$ cat src/hdl/in_order_response_reorder_buffer_unit_assert.svh
// Assertion macros for the in-order response reorder buffer.
// Used by the top level; depends on nothing else.
`ifndef IN_ORDER_RESPONSE_REORDER_BUFFER_UNIT_ASSERT_SVH
`define IN_ORDER_RESPONSE_REORDER_BUFFER_UNIT_ASSERT_SVH

// Checks that the consequent holds in the same cycle as the antecedent.
`define IORRB_ASSERT_NOW(lbl, clk, rst, ante, cons, msg) \
   lbl: assert property (@(posedge clk) disable iff (rst) (ante) |-> (cons)) \
      else $error(msg);

// Checks that the consequent holds in the cycle after the antecedent.
`define IORRB_ASSERT_NEXT(lbl, clk, rst, ante, cons, msg) \
   lbl: assert property (@(posedge clk) disable iff (rst) (ante) |=> (cons)) \
      else $error(msg);

`endif

$ cat src/hdl/iorrb_pkg.sv
// Shared types, sizes and codes of the in-order response reorder buffer.
// Used by the top level and the slot RAM instance; depends on nothing.
package iorrb_pkg;

   localparam int DEPTH    = 16;
   localparam int SEQ_BITS = 32;
   localparam int REF_BITS = 16;
   localparam int SLOT_W   = $clog2(DEPTH);
   localparam int CNT_W    = $clog2(DEPTH + 1);
   localparam int RAM_W    = REF_BITS + 1;

   localparam logic ACTION_REQUEST  = 1'b0;
   localparam logic ACTION_RESPONSE = 1'b1;

   typedef enum logic [1:0] {
      KIND_ASSIGNED = 2'd0,
      KIND_SENT     = 2'd1,
      KIND_DROPPED  = 2'd2,
      KIND_REFUSED  = 2'd3
   } kind_type;

   typedef enum logic {
      ST_IDLE  = 1'b0,
      ST_DRAIN = 1'b1
   } state_type;

   typedef struct packed {
      logic                action;
      logic [SEQ_BITS-1:0] seq_tag;
      logic [REF_BITS-1:0] response_ref;
      logic                keep_alive;
   } req_item_type;

   typedef struct packed {
      kind_type            kind;
      logic [SEQ_BITS-1:0] seq_number;
      logic [REF_BITS-1:0] out_ref;
      logic                close_after;
      logic                last;
   } rsp_item_type;

   // Ring addition: base plus an offset of at most DEPTH, wrapped once.
   function automatic logic [SLOT_W-1:0] slot_add(input logic [SLOT_W-1:0] base,
                                                   input logic [CNT_W-1:0]  off);
      logic [CNT_W:0] s;
      s = (CNT_W + 1)'(base) + (CNT_W + 1)'(off);
      if (s >= (CNT_W + 1)'(DEPTH)) begin
         s = s - (CNT_W + 1)'(DEPTH);
      end
      return s[SLOT_W-1:0];
   endfunction

endpackage

$ cat src/hdl/iorrb_ram.sv
// Generic single-write, single-read synchronous RAM with a registered read.
// Stand-alone; no package needed.
module iorrb_ram #(
   parameter int WIDTH = 8,
   parameter int DEPTH = 16
) (
   input  logic                     clock,
   input  logic                     wr_en,
   input  logic [$clog2(DEPTH)-1:0] wr_addr,
   input  logic [WIDTH-1:0]         wr_data,
   input  logic                     rd_en,
   input  logic [$clog2(DEPTH)-1:0] rd_addr,
   output logic [WIDTH-1:0]         rd_data
);

   logic [WIDTH-1:0] mem_ff [DEPTH];
   logic [WIDTH-1:0] rd_data_ff;

   always_ff @(posedge clock) begin
      if (wr_en) begin
         mem_ff[wr_addr] <= wr_data;
      end
      if (rd_en) begin
         rd_data_ff <= mem_ff[rd_addr];
      end
   end

   assign rd_data = rd_data_ff;

endmodule

$ cat src/hdl/in_order_response_reorder_buffer_unit.sv
// Top level of the in-order response reorder buffer.
// Depends on iorrb_pkg, iorrb_ram and the assertion macro header.
//
//   Channel   Ports                            Direction   Carries
//   req       req_valid req_stall req_payload  in          request or response item
//   rsp       rsp_valid rsp_stall rsp_payload  out         result item
//
// An input item is taken while not stalled, and its result, if any, is registered
// in the output register; a response parked for a younger request gives none.
// Single-result items flow at one per cycle while the result side does not stall.
// A drain of N stored responses takes one slot RAM read per result, during which
// the input is stalled. Reset is synchronous and clears the counters, the ring
// position and the filled bits at once; the slot RAM needs no clearing pass.
// A stall on the result side holds the output register. Outside a drain, the
// input is stalled only while that register is full and cannot be emptied.
module in_order_response_reorder_buffer_unit (
   input  logic                   clock,
   input  logic                   reset,
   input  logic                   req_valid,
   output logic                   req_stall,
   input  iorrb_pkg::req_item_type req_payload,
   output logic                   rsp_valid,
   input  logic                   rsp_stall,
   output iorrb_pkg::rsp_item_type rsp_payload
);

`include "in_order_response_reorder_buffer_unit_assert.svh"

   // Sequencer state and bookkeeping registers.
   iorrb_pkg::state_type                 state_ff, state_in;
   logic [iorrb_pkg::SEQ_BITS-1:0]       next_seq_ff, next_seq_in;
   logic [iorrb_pkg::SEQ_BITS-1:0]       head_seq_ff, head_seq_in;
   logic [iorrb_pkg::CNT_W-1:0]          pending_count_ff, pending_count_in;
   logic [iorrb_pkg::SLOT_W-1:0]         head_slot_ff, head_slot_in;
   logic [iorrb_pkg::DEPTH-1:0]          filled_ff, filled_in;

   // Output register.
   logic                                 rsp_valid_ff, rsp_valid_in;
   iorrb_pkg::rsp_item_type              rsp_item_ff, rsp_item_in;

   // Slot RAM ports. Each word holds the keep-alive flag above the payload handle.
   logic                                 ram_wr_en;
   logic [iorrb_pkg::SLOT_W-1:0]         ram_wr_addr;
   logic [iorrb_pkg::RAM_W-1:0]          ram_wr_data;
   logic                                 ram_rd_en;
   logic [iorrb_pkg::RAM_W-1:0]          ram_rd_data;

   logic                                 out_free;
   logic                                 in_accept;

   // Values after removing the oldest pending entry.
   logic [iorrb_pkg::SLOT_W-1:0]         pop_slot;
   logic [iorrb_pkg::SEQ_BITS-1:0]       pop_seq;
   logic [iorrb_pkg::CNT_W-1:0]          pop_count;
   logic [iorrb_pkg::DEPTH-1:0]          pop_filled;
   logic                                 pop_more;

   // Response classification.
   logic [iorrb_pkg::SEQ_BITS-1:0]       tag_offset;
   logic                                 rsp_unmatched;
   logic [iorrb_pkg::SLOT_W-1:0]         store_slot;
   logic [iorrb_pkg::SLOT_W-1:0]         tail_slot;
   logic                                 buffer_full;

   iorrb_ram #(
      .WIDTH (iorrb_pkg::RAM_W),
      .DEPTH (iorrb_pkg::DEPTH)
   ) u_slot_ram (
      .clock   (clock),
      .wr_en   (ram_wr_en),
      .wr_addr (ram_wr_addr),
      .wr_data (ram_wr_data),
      .rd_en   (ram_rd_en),
      .rd_addr (head_slot_in),
      .rd_data (ram_rd_data)
   );

   // The output register can take a new item if it is empty or drains this cycle.
   assign out_free  = !rsp_valid_ff || !rsp_stall;
   assign req_stall = !((state_ff == iorrb_pkg::ST_IDLE) && out_free);
   assign in_accept = req_valid && !req_stall;

   assign rsp_valid   = rsp_valid_ff;
   assign rsp_payload = rsp_item_ff;

   // Popping the head clears its filled bit and advances the ring by one.
   // A drain goes on while the new head is pending and already holds a response.
   always_comb begin
      pop_slot   = iorrb_pkg::slot_add(head_slot_ff, iorrb_pkg::CNT_W'(1));
      pop_seq    = head_seq_ff + iorrb_pkg::SEQ_BITS'(1);
      pop_count  = pending_count_ff - iorrb_pkg::CNT_W'(1);
      pop_filled = filled_ff;
      pop_filled[head_slot_ff] = 1'b0;
      pop_more   = (pop_count != '0) && pop_filled[pop_slot];
   end

   // A response matches only if its distance from the head is below the count.
   // That distance is then known to fit the count width.
   assign tag_offset    = req_payload.seq_tag - head_seq_ff;
   assign rsp_unmatched = (pending_count_ff == '0) ||
                          (tag_offset >= iorrb_pkg::SEQ_BITS'(pending_count_ff));
   assign store_slot    = iorrb_pkg::slot_add(head_slot_ff,
                                              tag_offset[iorrb_pkg::CNT_W-1:0]);
   assign tail_slot     = iorrb_pkg::slot_add(head_slot_ff, pending_count_ff);
   assign buffer_full   = (pending_count_ff == iorrb_pkg::CNT_W'(iorrb_pkg::DEPTH));

   assign ram_wr_addr = store_slot;
   assign ram_wr_data = {req_payload.keep_alive, req_payload.response_ref};

   // Writes happen only when an item is taken in the idle state and reads only
   // for a drain, so a write and a read of the same slot never share a cycle.
   always_comb begin
      state_in         = state_ff;
      next_seq_in      = next_seq_ff;
      head_seq_in      = head_seq_ff;
      pending_count_in = pending_count_ff;
      head_slot_in     = head_slot_ff;
      filled_in        = filled_ff;
      rsp_valid_in     = rsp_valid_ff && rsp_stall;
      rsp_item_in      = rsp_item_ff;
      ram_wr_en        = 1'b0;
      ram_rd_en        = 1'b0;

      unique case (state_ff)
         iorrb_pkg::ST_IDLE: begin
            if (in_accept) begin
               rsp_item_in.out_ref     = '0;
               rsp_item_in.close_after = 1'b0;
               rsp_item_in.last        = 1'b1;
               if (req_payload.action == iorrb_pkg::ACTION_REQUEST) begin
                  rsp_valid_in = 1'b1;
                  if (buffer_full) begin
                     rsp_item_in.kind       = iorrb_pkg::KIND_REFUSED;
                     rsp_item_in.seq_number = '0;
                  end else begin
                     next_seq_in            = next_seq_ff + iorrb_pkg::SEQ_BITS'(1);
                     filled_in[tail_slot]   = 1'b0;
                     pending_count_in       = pending_count_ff + iorrb_pkg::CNT_W'(1);
                     rsp_item_in.kind       = iorrb_pkg::KIND_ASSIGNED;
                     rsp_item_in.seq_number = next_seq_in;
                  end
               end else if (rsp_unmatched) begin
                  rsp_valid_in           = 1'b1;
                  rsp_item_in.kind       = iorrb_pkg::KIND_DROPPED;
                  rsp_item_in.seq_number = req_payload.seq_tag;
                  rsp_item_in.out_ref    = req_payload.response_ref;
               end else if (tag_offset != '0) begin
                  // A younger request: park the response in its slot.
                  ram_wr_en             = 1'b1;
                  filled_in[store_slot] = 1'b1;
               end else begin
                  // The oldest request is answered: send it and pop the head.
                  rsp_valid_in            = 1'b1;
                  rsp_item_in.kind        = iorrb_pkg::KIND_SENT;
                  rsp_item_in.seq_number  = head_seq_ff;
                  rsp_item_in.out_ref     = req_payload.response_ref;
                  rsp_item_in.close_after = !req_payload.keep_alive;
                  rsp_item_in.last        = !pop_more;
                  head_slot_in            = pop_slot;
                  head_seq_in             = pop_seq;
                  pending_count_in        = pop_count;
                  filled_in               = pop_filled;
                  if (pop_more) begin
                     ram_rd_en = 1'b1;
                     state_in  = iorrb_pkg::ST_DRAIN;
                  end
               end
            end
         end
         iorrb_pkg::ST_DRAIN: begin
            // The head slot was read on the previous edge; the RAM output holds
            // until the output register has room.
            if (out_free) begin
               rsp_valid_in            = 1'b1;
               rsp_item_in.kind        = iorrb_pkg::KIND_SENT;
               rsp_item_in.seq_number  = head_seq_ff;
               rsp_item_in.out_ref     = ram_rd_data[iorrb_pkg::REF_BITS-1:0];
               rsp_item_in.close_after = !ram_rd_data[iorrb_pkg::REF_BITS];
               rsp_item_in.last        = !pop_more;
               head_slot_in            = pop_slot;
               head_seq_in             = pop_seq;
               pending_count_in        = pop_count;
               filled_in               = pop_filled;
               if (pop_more) begin
                  ram_rd_en = 1'b1;
               end else begin
                  state_in = iorrb_pkg::ST_IDLE;
               end
            end
         end
         default: begin
            state_in = iorrb_pkg::ST_IDLE;
         end
      endcase
   end

   always_ff @(posedge clock) begin
      if (reset) begin
         state_ff         <= iorrb_pkg::ST_IDLE;
         next_seq_ff      <= '0;
         head_seq_ff      <= iorrb_pkg::SEQ_BITS'(1);
         pending_count_ff <= '0;
         head_slot_ff     <= '0;
         filled_ff        <= '0;
         rsp_valid_ff     <= 1'b0;
      end else begin
         state_ff         <= state_in;
         next_seq_ff      <= next_seq_in;
         head_seq_ff      <= head_seq_in;
         pending_count_ff <= pending_count_in;
         head_slot_ff     <= head_slot_in;
         filled_ff        <= filled_in;
         rsp_valid_ff     <= rsp_valid_in;
      end
   end

   always_ff @(posedge clock) begin
      rsp_item_ff <= rsp_item_in;
   end

   // The pending count never passes the ring size.
   `IORRB_ASSERT_NOW(a_count_bound, clock, reset, 1'b1,
      pending_count_ff <= iorrb_pkg::CNT_W'(iorrb_pkg::DEPTH),
      "pending count exceeds the ring depth")

   // The numbers from head to last assigned are exactly the pending ones.
   `IORRB_ASSERT_NOW(a_seq_window, clock, reset, 1'b1,
      (next_seq_ff - head_seq_ff + iorrb_pkg::SEQ_BITS'(1)) ==
         iorrb_pkg::SEQ_BITS'(pending_count_ff),
      "sequence window disagrees with the pending count")

   // A drain only runs while the head slot holds a stored response.
   `IORRB_ASSERT_NOW(a_drain_head, clock, reset, state_ff == iorrb_pkg::ST_DRAIN,
      (pending_count_ff != '0) && filled_ff[head_slot_ff],
      "drain without a stored response at the head")

   // A request into a full ring is refused on the next edge.
   `IORRB_ASSERT_NEXT(a_full_refuse, clock, reset,
      in_accept && (req_payload.action == iorrb_pkg::ACTION_REQUEST) && buffer_full,
      rsp_valid_ff && (rsp_item_ff.kind == iorrb_pkg::KIND_REFUSED),
      "request into a full ring was not refused")

endmodule
$ cat config.mk
export PLATFORM = sky130hd
export DESIGN_NAME = in_order_response_reorder_buffer_unit
export DESIGN_NICKNAME = d
export VERILOG_FILES = /design/src/hdl/iorrb_pkg.sv /design/src/hdl/iorrb_ram.sv /design/src/hdl/in_order_response_reorder_buffer_unit.sv
export VERILOG_INCLUDE_DIRS = /design/src /design/src/hdl
export SDC_FILE = /design/constraint.sdc
export NUM_CORES = 1
export LEC_CHECK = 0
export BUFFER_PORTS_ARGS = -buffer_cell sky130_fd_sc_hd__buf_4
export CORE_UTILIZATION = 56
export CTS_BUF_LIST = sky130_fd_sc_hd__clkbuf_16
export CTS_CLUSTER_SIZE = 25
export DETAILED_ROUTE_END_ITERATION = 10
export HOLD_SLACK_MARGIN = 0.05
export PLACE_DENSITY = 0.79
export SETUP_SLACK_MARGIN = 0.2
export SKIP_CTS_REPAIR_TIMING = 1
export SLEW_MARGIN = 25
export SYNTH_ARGS = -nofsm -noshare
export SYNTH_HDL_FRONTEND = slang
export SYNTH_SLANG_ARGS = --single-unit
$ cat constraint.sdc
create_clock -name clock -period 6 [get_ports clock]
set_clock_uncertainty 0.2 [all_clocks]
set_input_delay 1.2 -clock clock [delete_from_list [all_inputs] [get_ports clock]]
set_output_delay 1.2 -clock clock [all_outputs]
set_load 0.02 [all_outputs]
---- Word-level counts from Yosys, hierarchy flattened ----
Memory sizes are Yosys's and may differ from the RTL's. A register that Yosys moved wholly into a read port is not among the register bits.
Cells that the tools add are included.
storage, ports and cells
  register bits ........................... 143
  output and inout bits ................... 54
  ROM bits ................................ 0
  bits in latches ......................... 0
  bits in writable memories ............... 272
  word-level logic and storage cells ...... 145
  input bits .............................. 54
  memories ................................ 1
cells by class
  $lt $le $gt $ge ......................... 11
  multiplexer cells ....................... 68
  shifts and indexed selects .............. 0
  div/mod/pow operators ................... 0
  $mul .................................... 0
  add/sub/neg operators ................... 11
  reductions and logical operators ........ 24
  equal/unequal tests ..................... 10
  bitwise logic cells ..................... 8
memories
  memory             words  bits a word  read ports  clocked after memory_dff  wr ports  RTL line         source
  u_slot_ram.mem_ff  16     17           1           1                         1         iorrb_ram.sv:16  logic [WIDTH-1:0] mem_ff [DEPTH];
operators by type and width
  operator                                                                              number
  32-bit two-way mux                                                                    5
  52-bit two-way mux                                                                    3
  52-bit one-hot mux with 2 select lines                                                1
  16-bit two-way mux                                                                    6
  34-bit two-way mux                                                                    2
  32-bit by 1-bit adder with 32-bit output (second input constant)                      2
  32-bit one-hot mux with 2 select lines                                                1
  50-bit two-way mux                                                                    1
  16-bit bitwise AND                                                                    2
  32-bit by 5-bit greater-or-equal comparator with 1-bit output                         1
  4-bit two-way mux                                                                     8
  16-bit NOT                                                                            2
  16-bit one-hot mux with 2 select lines                                                1
  32-bit nonzero test                                                                   1
  32-bit subtractor                                                                     1
  5-bit two-way mux                                                                     6
  1-bit two-way mux                                                                     23
  4-bit by 5-bit less-than comparator with 1-bit output (second input constant)         4
  18-bit two-way mux                                                                    1
  16-bit bitwise OR                                                                     1
  4-bit by 5-bit adder with 6-bit output                                                2
  1-bit demux with 4-bit select                                                         3
  4-bit by 1-bit greater-or-equal comparator with 1-bit output (second input constant)  3
  6-bit by 5-bit greater-or-equal comparator with 1-bit output (second input constant)  2
  other kinds (25)                                                                      50

---- Longest topological paths before layout ----
  depth in word-level cells ............... 15
  gate-level depth with buffers ........... 19
  depth with buffers taken out ............ 16

---- Hierarchy ----
From an unflattened synthesis, not the netlist that was laid out.
unflattened totals
  cell total of the unflattened synthesis .. 1665
  area, all modules ....................... 20986.4 um2
modules (own cells, without submodules)
  module                                 area each (um2)  sequential area each (um2)  times used  cells an instance
  iorrb_ram                              10807.9          8678.3                      1           458
  in_order_response_reorder_buffer_unit  10178.5          3383.2                      1           1207

---- Least setup slack after synthesis ----
No wires, ideal clock.
  kind .................................... input to register
  from .................................... input req_payload[17] (netlist bit)
  to ...................................... register rsp_item_ff (netlist bit rsp_payload[18]), enable pin
  data arrival time ....................... 5.064 ns
  slack ................................... 0.300 ns
  path buffers ............................ 0
  stages on the path ...................... 13
  setup time .............................. 0.436 ns
  required time ........................... 5.364 ns
  cell sequence ........................... inv_1 > ha_1 > fa_1 > nand2b_1 > a21oi_2 > o21ai_1 > a211oi_1 > o21ai_1 > xnor2_1 > nor4_2 > nand4_2 > nor2_1 > a21oi_1
on the way
  longest elaborated chain between the ends .. 5
  elaborated cells between the ends (all ways) .. 6
  those cells by class .................... 1 x add/sub; 1 x order compare; 1 x eq/ne; 3 x reduce/logical
RTL lines
  item                                                           RTL line                                      source
  from (decl)                                                    in_order_response_reorder_buffer_unit.sv:21   input iorrb_pkg::req_item_type req_payload,
  32-bit subtractor *                                            in_order_response_reorder_buffer_unit.sv:99   assign tag_offset = req_payload.seq_tag - head_seq_ff;
  32-bit by 5-bit greater-or-equal comparator with 1-bit output  in_order_response_reorder_buffer_unit.sv:101  (tag_offset >= iorrb_pkg::SEQ_BITS'(pending_count_ff));
  1-bit logical OR                                               in_order_response_reorder_buffer_unit.sv:100  assign rsp_unmatched = (pending_count_ff == '0) ||
  4-bit != test (no source line) *                               n/a
  3-bit AND reduction (no source line) *                         n/a
  to (signal assigned)                                           in_order_response_reorder_buffer_unit.sv:218  rsp_item_ff <= rsp_item_in;
  to (decl)                                                      in_order_response_reorder_buffer_unit.sv:39   iorrb_pkg::rsp_item_type rsp_item_ff, rsp_item_in;
Mark *: on every way between the ends. The rest lies on a longest branch, timed or not.
A chain may end at the register's enable or synchronous reset.

---- Worst setup path in the final report ----
  from .................................... input req_payload[21] (netlist bit)
  to ...................................... register u_slot_ram.rd_data_ff[2], in the netlist u_slot_ram.rd_data[2] (read register of u_slot_ram.mem_ff) (data pin)
on the way
  longest elaborated chain between the ends .. 7
  elaborated cells between the ends (all ways) .. 14
  those cells by class .................... 1 x add/sub; 1 x order compare; 10 x mux; 2 x reduce/logical
RTL lines
  item                                                                                                         RTL line                                                                                    source
  32-bit subtractor *                                                                                          in_order_response_reorder_buffer_unit.sv:99
  32-bit by 5-bit greater-or-equal comparator with 1-bit output / 32-bit nonzero test (equally long branches)  in_order_response_reorder_buffer_unit.sv:101, in_order_response_reorder_buffer_unit.sv:147
  1-bit logical OR, or another cell as far along                                                               in_order_response_reorder_buffer_unit.sv:100
  4-bit two-way mux / 1-bit two-way mux (equally long branches)                                                in_order_response_reorder_buffer_unit.sv:142                                                end else if (rsp_unmatched) begin
  4-bit two-way mux / 1-bit two-way mux (equally long branches)                                                in_order_response_reorder_buffer_unit.sv:130                                                if (req_payload.action == iorrb_pkg::ACTION_REQUEST) begin
  4-bit two-way mux / 1-bit two-way mux (equally long branches)                                                in_order_response_reorder_buffer_unit.sv:126                                                if (in_accept) begin
  4-bit one-hot mux with 2 select lines / 1-bit one-hot mux with 2 select lines (equally long branches)        in_order_response_reorder_buffer_unit.sv:124                                                unique case (state_ff)
  to (decl)                                                                                                    iorrb_ram.sv:17                                                                             logic [WIDTH-1:0] rd_data_ff;
Marks and branches as above.

==> out/results.tsv <==
stage	metric	value	unit
drt	DR DRC count	0	
drt	vias per cell	6.440	
finish	ant diodes	0	
floorplan	row cnt	73	
finish	footprint of the multi-input gates	9930	sq um
critical_path	worst path cell trace	buf_4, ha_1, and2_4, a221oi_4, a21boi_2, a2111oi_4, nor3_1, or3_1, a211oi_2, buf_4, and4_1, buf_4, nor3_2, a22oi_4, nor3_1, nor4_1	
floorplan	Die W	203.0	um
cts	clock root cell	clkbuf_16	
global_route	initial antenna violation count	0	
drt	routed len/inst	22.49	um
sta	Final TNS setup	0	ns
drt	routed vias	16505	
drt	Post-Route WL	57.64	mm
drt	Routed Antenna Nets	0	
logic_synthesis	YS warnings	0	
drt	Iter 0 DRT Violations	1546	
cts	Worst-path clk slew	0.06	ns
pwr	pwr dens	261.4	nW/um^2
logic_synthesis	largest cells by area after synthesis	edfxtp_1 45%, dfxtp_1 8.1%, mux4_2 7.0%	
floorplan	# IOs	108	
cts	worst-skew pair later-pin latency	0.60	ns
critical_path	CP bufs+invs	3	
cts	clock net sink count	432	
sta	Slew Viols, Final	0	
place	Placed Cells	2481	
finish	share of layout cells above drive strength 1	22.52	%
outcome	status	finished, final reports clean	
floorplan	Die Area	41200	sq um
place	hpwl dp	38.83	mm
logic_synthesis	top cell type's share of synthesized area	45.27	%
logic_synthesis	Post-synth EDFFs	341	
floorplan	Initial Utilization	56.80	%
critical_path	slowest cell on the critical path	a22oi_4	
pwr	peak supply drop	0.0002554	V
logic_synthesis	synth unique cells	91	
global_route	largest net degree at the start of global routing	92	
logic_synthesis	share of flip-flops with an asynchronous set or reset	0	%
cts	htree depth	2	
finish	fin nets	2111	
critical_path	CP arrival	5.61	ns
critical_path	startpoint types	input port	
finish	most frequent cells in the layout	341 x edfxtp_1, 156 x buf_4, 155 x nor2_1, 141 x nand2_1, 92 x mux2_2	
critical_path	crit-path max cell delay	0.66	ns
min_path	hold depth	2	
floorplan	Die Height	203.0	um
sta	final hold violation count	0	
logic_synthesis	Synth Instances	1891	
finish	filler cell count	2849	
place	I/O Buffers	107	
cts	total CTS buffers	45	
cts	Clock Path Buffers	3	
critical_path	Levels on crit path	16	
global_route	total track usage	28.39	%
sta	f_max	183.1	MHz
logic_synthesis	sequential area share after synthesis	53.32	%
finish	Synth-to-Final Area Change	14.22	%
critical_path	Worst path most repeated cell	buf_4	
sta	final hold slack	0.2755	ns
place	Area after DPL	24310	sq um
critical_path	WP data required	6.14	ns
global_route	first-pass GRT wire length	90.69	mm
critical_path	delay-heaviest family, CP	compound AO/OA/AOI/OAI gates	
logic_synthesis	syn_area_per_cell	11.96	sq um
critical_path	CP endpoint kind	flip-flop	
sta	final setup fails	0	
min_path	worst min-delay path class	reg -> reg	
finish	non-filler cells, final	2563	
finish	most common cell after layout, fill and taps aside	edfxtp_1	
logic_synthesis	Synth Net Count	1999	
place	Placer Congestion	0.9223	
pwr	Pwr Total	0.006755	W
global_route	vias in the first global route	16437	
finish	post-route design area	25840	sq um
cts	CTS tree	done	
critical_path	category of the most critical setup path	in -> reg	
sta	RSZ-0062 raised after global routing	no	
sta	actual slew at the worst max-slew pin	1.001	ns
run	Max Cap Viol	0	
finish	FF/Latch Area	12070	sq um
drt	First-pass DRT Iterations	8	
sta	Max-slew headroom	32.88	%
global_route	GR Overflow Total	0	
logic_synthesis	Synth area leader	edfxtp_1	
logic_synthesis	synthesis-stage register bit count	432	
pwr	Leakage	8.755	nW
sta	final period utilization	91.04	%
logic_synthesis	synthesized area	22620	sq um
logic_synthesis	ys flop type	edfxtp_1	
critical_path	r2r worst-path depth	16	
floorplan	area of the core	39820	sq um
critical_path	peak fanout along the critical path	17	
sta	fin crit period	5.462	ns
final cells by class:
| cell class | count | area share, % |
|---|---|---|
| inverters | 58 | 0.8427 |
| flip-flops and latches | 432 | 46.71 |
| clock inverters | 37 | 1.496 |
| clock buffers | 45 | 4.359 |
| multi-input cells | 1296 | 38.43 |
| repair buffers | 170 | 5.618 |
| well taps | 525 | 2.542 |
worst register-to-register path: stages (launching register included):
cell and delay (ns):
dfxtp_1 0.37, inv_1 0.10, ha_1 0.40, and2_4 0.23
a221oi_4 0.34, a21boi_2 0.17, a2111oi_4 0.43, nor3_1 0.12
or3_1 0.33, a211oi_2 0.29, buf_4 0.19, and4_1 0.31
buf_4 0.19, nor3_2 0.07, a22oi_4 0.66, nor3_1 0.14
nor4_1 0.39
state kept, by name, indices dropped and copies added, names as in the netlist:
| signal | cells |
|---|---|
| head_seq_ff | 32 |
| next_seq_ff | 32 |
| filled_ff | 16 |
| u_slot_ram.mem_ff | 272 |
| head_slot_ff | 4 |
| pending_count_ff | 5 |
| rsp_valid | 1 |
| u_slot_ram.rd_data | 17 |
| state_ff | 1 |
| rsp_payload | 52 |
Yosys cell counts (all sizes together), types with 4 or more instances:
cell / n
o21ai: 96
nand4: 20
o211ai: 27
o211a: 4
xnor2: 65
a221o: 4
a31oi: 7
nor4: 28
a22o: 19
a221oi: 5
a21o: 13
or2: 5
nand2b: 9
mux2: 92
nand3: 53
buf: 38
xor2: 47
inv: 57
nor2b: 6
edfxtp: 341
o22ai: 22
or3: 54
a32oi: 4
a22oi: 49
o2111ai: 5
mux4: 70
ha: 51
and3: 21
and2: 13
nor2: 165
dfxtp: 91
a211oi: 5
nand2: 141
a21oi: 83
nor3: 46
and4: 8
clkbuf: 67
o21a: 8
stage by stage:
stage	setup slack, ns	util, %
floorplan	0.2995	-
global placement	0.2149	61.06
CTS	0.6098	64.85
finish	0.5377	64.88
global route	0.4205	64.88
detailed placement	0.1352	61.06
metal layers:
layer  track usage, %  vias up  wire, um
met5                0        -         0
met4            12.51        0      2353
met1            36.34     8131     22670
met2            47.47      788     28170
met3            4.864      149      4448
li1                 -     7437         -
report_power, final:
part           internal (W)  total (W)  switching [W]
sequential          0.00326    0.00327      0.0000185
combinational      0.000256   0.000629       0.000373
clock               0.00167    0.00285        0.00118
total               0.00519    0.00675        0.00157
cells by family (layout without fill, tap and decap cells):
group	count (synthesis)	in the layout	share of synthesized area (%)
flip-flops	432	432	53.32
XOR/XNOR	112	112	4.337
AO/OA/AOI/OAI	388	388	11.78
buffers and inverters	163	310	3.048
multiplexers	164	164	11.64
AND/OR/NAND/NOR	578	578	12.79
adder cells (fa/ha/maj)	54	54	3.086
worst paths after layout:
kind | from | to | slack, ns
hold reg to reg | filled_ff[5] | filled_ff[5] | 0.28
setup reg to reg | head_seq_ff[4] | u_slot_ram.rd_data[2] | 0.83
setup / recovery | req_payload[21] | u_slot_ram.rd_data[2] | 0.54
hold / removal | filled_ff[5] | filled_ff[5] | 0.28
(Power assumes the default switching activity.)
